### src/kwm_pkg.sv
package kwm_pkg;

  localparam int unsigned MAX_LISTS  = 6;
  localparam int unsigned LIST_DEPTH = 256;

  localparam int unsigned OP_W   = 2;
  localparam int unsigned IDX_W  = 3;
  localparam int unsigned VAL_W  = 31;
  localparam int unsigned ST_W   = 2;
  localparam int unsigned CFG_W  = 3;

  localparam int unsigned POS_W     = $clog2(LIST_DEPTH);
  localparam int unsigned CNT_W     = $clog2(LIST_DEPTH + 1);
  localparam int unsigned ADDR_W    = IDX_W + POS_W;
  localparam int unsigned MEM_DEPTH = MAX_LISTS * LIST_DEPTH;

  localparam logic [CFG_W-1:0] LISTS_RESET = CFG_W'(MAX_LISTS);

  typedef enum logic [OP_W-1:0] {
    OP_CLEAR  = 2'd0,
    OP_APPEND = 2'd1,
    OP_POP    = 2'd2,
    OP_NOP    = 2'd3
  } op_e;

  typedef enum logic [ST_W-1:0] {
    ST_OK        = 2'd0,
    ST_EXHAUSTED = 2'd1,
    ST_REJECTED  = 2'd2
  } status_e;

  typedef enum logic [2:0] {
    S_IDLE,
    S_DECODE,
    S_SCAN,
    S_DRAIN,
    S_COMMIT,
    S_FINISH
  } state_e;

  // Commands from the controller to the datapath.
  typedef struct packed {
    logic load_item;
    logic do_clear;
    logic do_append;
    logic set_result;
    logic scan_start;
    logic scan_step;
    logic commit;
    logic emit;
  } cmd_t;

  // Status from the datapath to the controller.
  typedef struct packed {
    op_e  op;
    logic scan_last;
    logic out_free;
  } stat_t;

endpackage

### src/kwm_ctrl.sv
module kwm_ctrl (
  input  logic           clk_i,
  input  logic           rst_ni,
  input  logic           in_valid_i,
  output logic           in_ready_o,
  input  kwm_pkg::stat_t stat_i,
  output kwm_pkg::cmd_t  cmd_o
);

  kwm_pkg::state_e state_q, state_d;

  always_ff @(posedge clk_i or negedge rst_ni) begin
    if (!rst_ni) begin
      state_q <= kwm_pkg::S_IDLE;
    end else begin
      state_q <= state_d;
    end
  end

  always_comb begin
    state_d    = state_q;
    cmd_o      = '0;
    in_ready_o = 1'b0;
    case (state_q)
      kwm_pkg::S_IDLE: begin
        in_ready_o = 1'b1;
        if (in_valid_i) begin
          cmd_o.load_item = 1'b1;
          state_d         = kwm_pkg::S_DECODE;
        end
      end
      kwm_pkg::S_DECODE: begin
        case (stat_i.op)
          kwm_pkg::OP_CLEAR: begin
            cmd_o.do_clear   = 1'b1;
            cmd_o.set_result = 1'b1;
            state_d          = kwm_pkg::S_FINISH;
          end
          kwm_pkg::OP_APPEND: begin
            cmd_o.do_append  = 1'b1;
            cmd_o.set_result = 1'b1;
            state_d          = kwm_pkg::S_FINISH;
          end
          kwm_pkg::OP_POP: begin
            cmd_o.scan_start = 1'b1;
            state_d          = kwm_pkg::S_SCAN;
          end
          default: begin
            cmd_o.set_result = 1'b1;
            state_d          = kwm_pkg::S_FINISH;
          end
        endcase
      end
      kwm_pkg::S_SCAN: begin
        cmd_o.scan_step = 1'b1;
        if (stat_i.scan_last) begin
          state_d = kwm_pkg::S_DRAIN;
        end
      end
      kwm_pkg::S_DRAIN: begin
        state_d = kwm_pkg::S_COMMIT;
      end
      kwm_pkg::S_COMMIT: begin
        cmd_o.commit = 1'b1;
        state_d      = kwm_pkg::S_FINISH;
      end
      kwm_pkg::S_FINISH: begin
        if (stat_i.out_free) begin
          cmd_o.emit = 1'b1;
          state_d    = kwm_pkg::S_IDLE;
        end
      end
      default: begin
        state_d = kwm_pkg::S_IDLE;
      end
    endcase
  end

endmodule

### config.mk
export PLATFORM = sky130hd
export DESIGN_NAME = kwm_ctrl
export DESIGN_NICKNAME = d
export VERILOG_FILES = /design/src/kwm_pkg.sv /design/src/kwm_ctrl.sv
export SDC_FILE = /design/constraint.sdc
export NUM_CORES = 1
export LEC_CHECK = 0
export ABC_CLOCK_PERIOD_IN_PS = 2200
export BUFFER_PORTS_ARGS = -buffer_cell sky130_fd_sc_hd__buf_2
export CORE_AREA = 4 4 41 43
export CTS_BUF_LIST = sky130_fd_sc_hd__clkbuf_16
export CTS_CLUSTER_DIAMETER = 80
export CTS_CLUSTER_SIZE = 30
export DETAILED_ROUTE_END_ITERATION = 8
export DIE_AREA = 0 0 45 47
export GPL_TIMING_DRIVEN = 1
export HOLD_SLACK_MARGIN = 0.03
export PLACE_DENSITY = 0.38
export SETUP_SLACK_MARGIN = 0.5
export SYNTH_ARGS = -nofsm -noshare
export SYNTH_HDL_FRONTEND = slang
export SYNTH_SLANG_ARGS = --single-unit
### constraint.sdc
create_clock -name clk_i -period 2.2 [get_ports clk_i]
set_input_delay 0.33 -clock clk_i [delete_from_list [all_inputs] [get_ports clk_i]]
set_output_delay 0.33 -clock clk_i [all_outputs]
set_load 0.01 [all_outputs]
==> reports/summary.txt, run 1 <==
Sw Ratio: 34.4%
via count: 273
Slew Viols, Final: 0
Netlist cell types: 16
startpoint types: register
slew at the pin closest to its max-slew limit: 0.413 ns
wire per inst: 11.3 um
Fin. Hold Viols: 0
total of max-cap violations: 0
Placed Cells: 57
IO Pins: 16
total negative slack: 0 ns
Fmax: 0.611 GHz
CP Cell Sequence: nand2b_4 > nor4b_2 > buf_2
final non-filler cell total: 62
Top delay family on crit path: flip-flops
vias per cell: 4.40
H-tree depth: 1
top-count cell post-synth: nor2_1
layout cells sized above 1: 44.7%
#FFs+latches synth: 3
Yosys warnings: 0
clock buffer depth: 2
Detailed Routing Iterations Pass 1: 4
# rows: 13
post-synthesis compound-gate area fraction: 18.5%
critical path class: register to output port
Sw Pwr: 220 uW
fraction of the mapped netlist area in simple logic gates: 45.7%
CTS Buf Count: 3
die width: 45 um
Clk network pwr share: 44.0%
CTS tree: yes
Die Y: 47 um
Data arrival, critical path: 1.31 ns
cell taking the most area after synthesis: dfrtp_1
mux contribution to synthesized area: 0%
Yosys top cell area share: 32.6%
Top Registers: state_q x3
clk root buf: clkbuf_16
largest net degree at the start of global routing: 15
Flop pwr share: 23.0%
core area: 1300 um2
total grt overflow: 0
CP max stage delay: 0.46 ns
Post-Synth Adder-Cell Area: 0%
Area contributors post-synth: dfrtp_1 (33%), o21ai_0 (6.5%), nor2_1 (6.5%)
Port Buf Inserts: 15
Power Total: 639 uW
CP Capture Type: output port
skew final: 0.000761 ns
largest family of logic cells by synthesized area: simple AND/OR/NAND/NOR gates
Top reg by flops: state_q
Pint: 419 uW
CP max FO: 8
Worst Hold Class: input pin to async pin
Post-Route WL: 698 um
initial antenna violation count: 0
Main synth FF type: dfrtp_1
Reg2Reg Depth: 3
Post-DRT Antenna Nets: 0
nets: 55
antenna cells: 0
Post-synth EDFFs: 0
final hold slack: 0.433 ns
Post-DP HPWL: 509 um
combinational power share: 33.0%
DRC: 0
routability cong.: 0.720
Required @ worst endpoint: 1.87 ns
Reg clk slew, reported paths: 0.03 ns
Mean Syn Cell Area: 8.22 um2
Post-Syn Area: 230 um2
post-synthesis xor/xnor area fraction: 0%
first-pass GRT wire length: 1040 um
post-CTS setup buffer count: 0
sequential-to-total area share from yosys stat: 32.6%
Die ar.: 2120 um2
Post-Syn Instances: 28
worst skew pair latency: 0.22 ns
Leak Pwr: 0.000198 uW
unrepaired setup endpoints after global routing: false
critical path's slowest cell: dfrtp_1
total power divided by cell area: 1560 nW/um2
vias in the first global route: 244
syn nets: 35
period utilisation layout: 74.4%
asr flop ratio synth: 100%
DRT iter0 DRCs: 2
Buf+Inv Stages, Crit Path: 1
min cycle time layout: 1.64 ns
CTS Sinks: 3
GRT Resource Usage Total: 7.05%
Filler cells: 146
Initial Util: 17.7%
max reg flops: 3
top post-synthesis cells by count: nor2_1 (4), dfrtp_1 (3), nand2_1 (3), o21ai_0 (3)
Slew headroom: 72.4%
outcome: completed
final setup fails: 0
synthesis-to-layout area growth: 78.3%
peak supply drop: 841 uV
Levels on crit path: 3
[power groups by stage]
stage                     logic, uW  registers, uW  clock network (uW)
after floorplan                 170            113                   0
after global placement          210            143                   0
after detailed placement        211            143                   0
after CTS                       212            142                 285
after global routing            235            152                 293
final                           211            147                 281
[layout by cell type, fill, tap and decap left out, drive strengths merged]
cell         count
inv              1
nand2b           3
dlygate4sd3      1
dfrtp            3
nor3b            2
o21ai            3
buf             15
nor2             4
nor4b            1
nor4             1
a21oi            1
o22ai            1
nor3             2
o22a             1
clkbuf           3
and2             1
o21a             1
nand2            3
[layer usage]
layer	wire [um]	share of wire, %	vias to the layer above	GRT usage, %
li1	-	-	139	-
met1	311	45	121	7.78
met2	302	43	13	9.60
met3	84	12	0	4.60
met4	0	0	0	5.26
met5	0	0	-	0
[layout make-up]
cell class	count	area (um2)	share of cell area, %
Sequential cell	3	75.1	18.3
Timing Repair Buffer	16	85.1	20.7
Clock buffer	3	75.1	18.3
Multi-Input combinational cell	24	153	37.2
Tap cell	15	18.8	4.57
Clock inverter	1	3.75	0.915
[final timing paths]
| check | startpoint | endpoint | slack [ns] |
|---|---|---|---|
| min in group clk_i | stat_i[0] | state_q[2] | 0.45 |
| min reg2reg | state_q[0] | state_q[0] | 0.66 |
| max in group asynchronous | rst_ni | state_q[0] | 1.66 |
| max | state_q[1] | cmd_o[5] | 0.56 |
| min | rst_ni | state_q[2] | 0.43 |
| max reg2reg | state_q[2] | state_q[0] | 1.08 |
[worst reg2reg max path, cell delays in order (launching register included)]
cell	delay (ns)
dfrtp_1	0.58
nor2_1	0.09
o22a_1	0.20
o22ai_1	0.15
[what timing repair did]
| item | 4_1_cts | 5_1_grt |
|---|---|---|
| gates resized for setup | 0 | 1 |
| setup endpoints to repair | 0 | 1 |
| hold buffers | 1 | 0 |
| endpoints found under the hold margin | 3 | 0 |
[cell families after synthesis]
kind of cell    count (synthesis)
simple gates                   17
compound gates                  7
flops                           3
buf+inv                         1
[stage by stage]
stage          area (um2)  setup WS [ns]  util [%]
2_1_floorplan         230          0.857         -
3_3_place_gp          317          0.812      24.3
3_5_place_dp          317          0.796      24.3
4_1_cts               405          0.566      31.2
5_1_grt               410          0.510      31.5
6_report              410          0.564      31.5
(Power assumes the default switching activity.)
==> run 2, diff against run 1 <==
--- a/config.mk
+++ b/config.mk
@@ -5,7 +5,7 @@
 export SDC_FILE = /design/constraint.sdc
 export NUM_CORES = 1
 export LEC_CHECK = 0
-export ABC_CLOCK_PERIOD_IN_PS = 2200
+export ABC_CLOCK_PERIOD_IN_PS = 1500
 export BUFFER_PORTS_ARGS = -buffer_cell sky130_fd_sc_hd__buf_2
 export CORE_AREA = 4 4 41 43
 export CTS_BUF_LIST = sky130_fd_sc_hd__clkbuf_16
@@ -15,7 +15,7 @@
 export DIE_AREA = 0 0 45 47
 export GPL_TIMING_DRIVEN = 1
 export HOLD_SLACK_MARGIN = 0.03
-export PLACE_DENSITY = 0.38
+export PLACE_DENSITY = 0.4
 export SETUP_SLACK_MARGIN = 0.5
 export SYNTH_ARGS = -nofsm -noshare
 export SYNTH_HDL_FRONTEND = slang
==> constraint.sdc (replaced) <==
create_clock -name clk_i -period 1.5 [get_ports clk_i]
set_input_delay 0.225 -clock clk_i [delete_from_list [all_inputs] [get_ports clk_i]]
set_output_delay 0.225 -clock clk_i [all_outputs]
set_load 0.01 [all_outputs]
==> run 2 against run 1 <==
Compared with the run above:
- cell count up 15%
- hold slack worse by 0.10 ns
- count of clock-buffer cells in the layout is the same
- clock skew hardly changed
- design area rose by 33%
- register-to-register slack worse by 0.79 ns
- die area stayed put
- utilization increased by 10 points
- global-route usage grew 1.7 points
- critical path type unchanged
- highest routed layer is now met4
==> reports/summary.txt, run 2 (synthesis results as in run 1) <==
Post-DRT Antenna Nets: 0 (unchanged)
Leak Pwr: 0.000263 uW (was 0.000198 uW)
Data arrival, critical path: 1.17 ns (was 1.31 ns)
H-tree depth: 1 (unchanged)
most frequent cells in the layout: buf_2 (15), buf_4 (7) (was buf_2 (15), nor2_1 (4))
Worst Setup SP: state_q[1] (unchanged)
period utilisation layout: 93.3%
Reg clk slew, reported paths: 0.03 ns (about the same)
Detailed Routing Iterations Pass 1: 2 (was 4)
Worst Hold Class: input pin to async pin (unchanged)
Die Y: 47 um (unchanged)
CP Capture Type: output port (unchanged)
clock buffer depth: 2 (unchanged)
worst slack, placed: 0.168 ns (was 0.796 ns)
routability cong.: 0.638 (was 0.720)
DRC: 0 (unchanged)
Power Total: 1240 uW (was 639 uW)
CTS Sinks: 3 (unchanged)
layout cells sized above 1: 71.4% (was 44.7%)
Port Buf Inserts: 15 (unchanged)
IO Pins: 16 (unchanged)
Post-Route WL: 762 um (was 698 um)
Required @ worst endpoint: 1.27 ns (was 1.87 ns)
total of max-cap violations: 0 (unchanged)
Initial Util: 17.7% (unchanged)
vias per cell: 4.38 (was 4.40)
vias in the first global route: 288 (was 244)
Top Registers: state_q x3 (unchanged)
critical path class: register to output port (unchanged)
outcome: completed (unchanged)
RR Startpoint: state_q[2] (unchanged)
Fmax: 0.714 GHz
first-pass GRT wire length: 1230 um (was 1040 um)
CP max FO: 7 (was 8)
CTS Buf Count: 3 (unchanged)
nets: 64 (was 55)
wire per inst: 10.7 um (was 11.3 um)
Slew Viols, Final: 0 (unchanged)
Slew headroom: 85.9% (was 72.4%)
most common cell after layout, fill and taps aside: buf_2 (unchanged)
slew at the pin closest to its max-slew limit: 0.212 ns (was 0.413 ns)
min cycle time layout: 1.40 ns
GRT Resource Usage Total: 8.80% (was 7.05%)
startpoint types: register (unchanged)
# rows: 13 (unchanged)
Top reg by flops: state_q (unchanged)
total power divided by cell area: 2260 nW/um2 (was 1560 nW/um2)
Final WS setup: 0.100 ns (was 0.564 ns)
DRT iter0 DRCs: 2 (unchanged)
Placed Cells: 57 (unchanged)
initial antenna violation count: 0 (unchanged)
max reg flops: 3 (unchanged)
final setup fails: 0 (unchanged)
final hold slack: 0.333 ns (was 0.433 ns)
largest net degree at the start of global routing: 8 (was 15)
peak supply drop: 1160 uV (was 841 uV)
skew final: 0.000454 ns (was 0.000761 ns)
Post-DP HPWL: 491 um (was 509 um)
worst skew pair latency: 0.22 ns (about the same)
Die ar.: 2120 um2 (unchanged)
synthesis-to-layout area growth: 137% (was 78.3%)
core area: 1300 um2 (unchanged)
die width: 45 um (unchanged)
unrepaired setup endpoints after global routing: true (was false)
total grt overflow: 0 (unchanged)
clk root buf: clkbuf_16 (unchanged)
antenna cells: 0 (unchanged)
via count: 311 (was 273)
final non-filler cell total: 71 (was 62)
CTS tree: yes (unchanged)
total negative slack: 0 ns (unchanged)
Fin. Hold Viols: 0 (unchanged)
[run 2: cell types whose count changed in the layout (fill, tap and decap cells not counted), sizes merged]
cell / change
buf: +9
[run 2: critical path, stage by stage, from the launching register on]
cell and delay [ns]:
dfrtp_2 0.39, nand2b_4 0.19, nor4b_4 0.21, buf_2 0.16
[run 2: worst paths after layout]
kind	end	slack (ns)	depth (start not counted)
worst min-delay path	state_q[2]	0.33	2
min in group clk_i	state_q[2]	0.36	4
worst max-delay path	cmd_o[5]	0.10	3
worst min register to register	state_q[0]	0.61	1
max in group asynchronous	state_q[0]	1.05	2
worst max register to register	state_q[0]	0.29	5
[run 2: layout make-up]
type                    count  area [um2]
multi-input cells          24         210
fillers                   138         754
flip-flops and latches      3        78.8
repair buffers             25         160
well taps                  15        18.8
clock inverters             1        3.75
clock buffers               3        75.1
[run 2: repair_timing]
item / in CTS / in global routing
hold buffers: 1 / 0
pin swaps: 3 / 1
setup buffers: 8 / 1
gates resized for setup: 5 / 2
setup endpoints to repair: 12 / 12
endpoints found under the hold margin: 3 / 0
[run 2: through the flow]
step                utilization (%)  area [um2]
floorplan                         -         289
global placement               28.6         372
detailed placement             28.6         372
CTS                            40.9         532
global route                   42.0         547
finish                         42.0         547
[run 2: metal layers]
metal | global-route usage (%) | up-vias | wire length, um
met3 | 3.83 | 4 | 55
li1 | - | 158 | -
met5 | 0 | - | 0
met2 | 12.7 | 9 | 366
met4 | 10.5 | 0 | 27
met1 | 8.72 | 140 | 313
[run 2: power breakdown]
group / total, uW / internal (uW) / switching, uW
Combinational: 611 / 341 / 271
Sequential: 212 / 124 / 88.1
Clock: 413 / 343 / 70.0
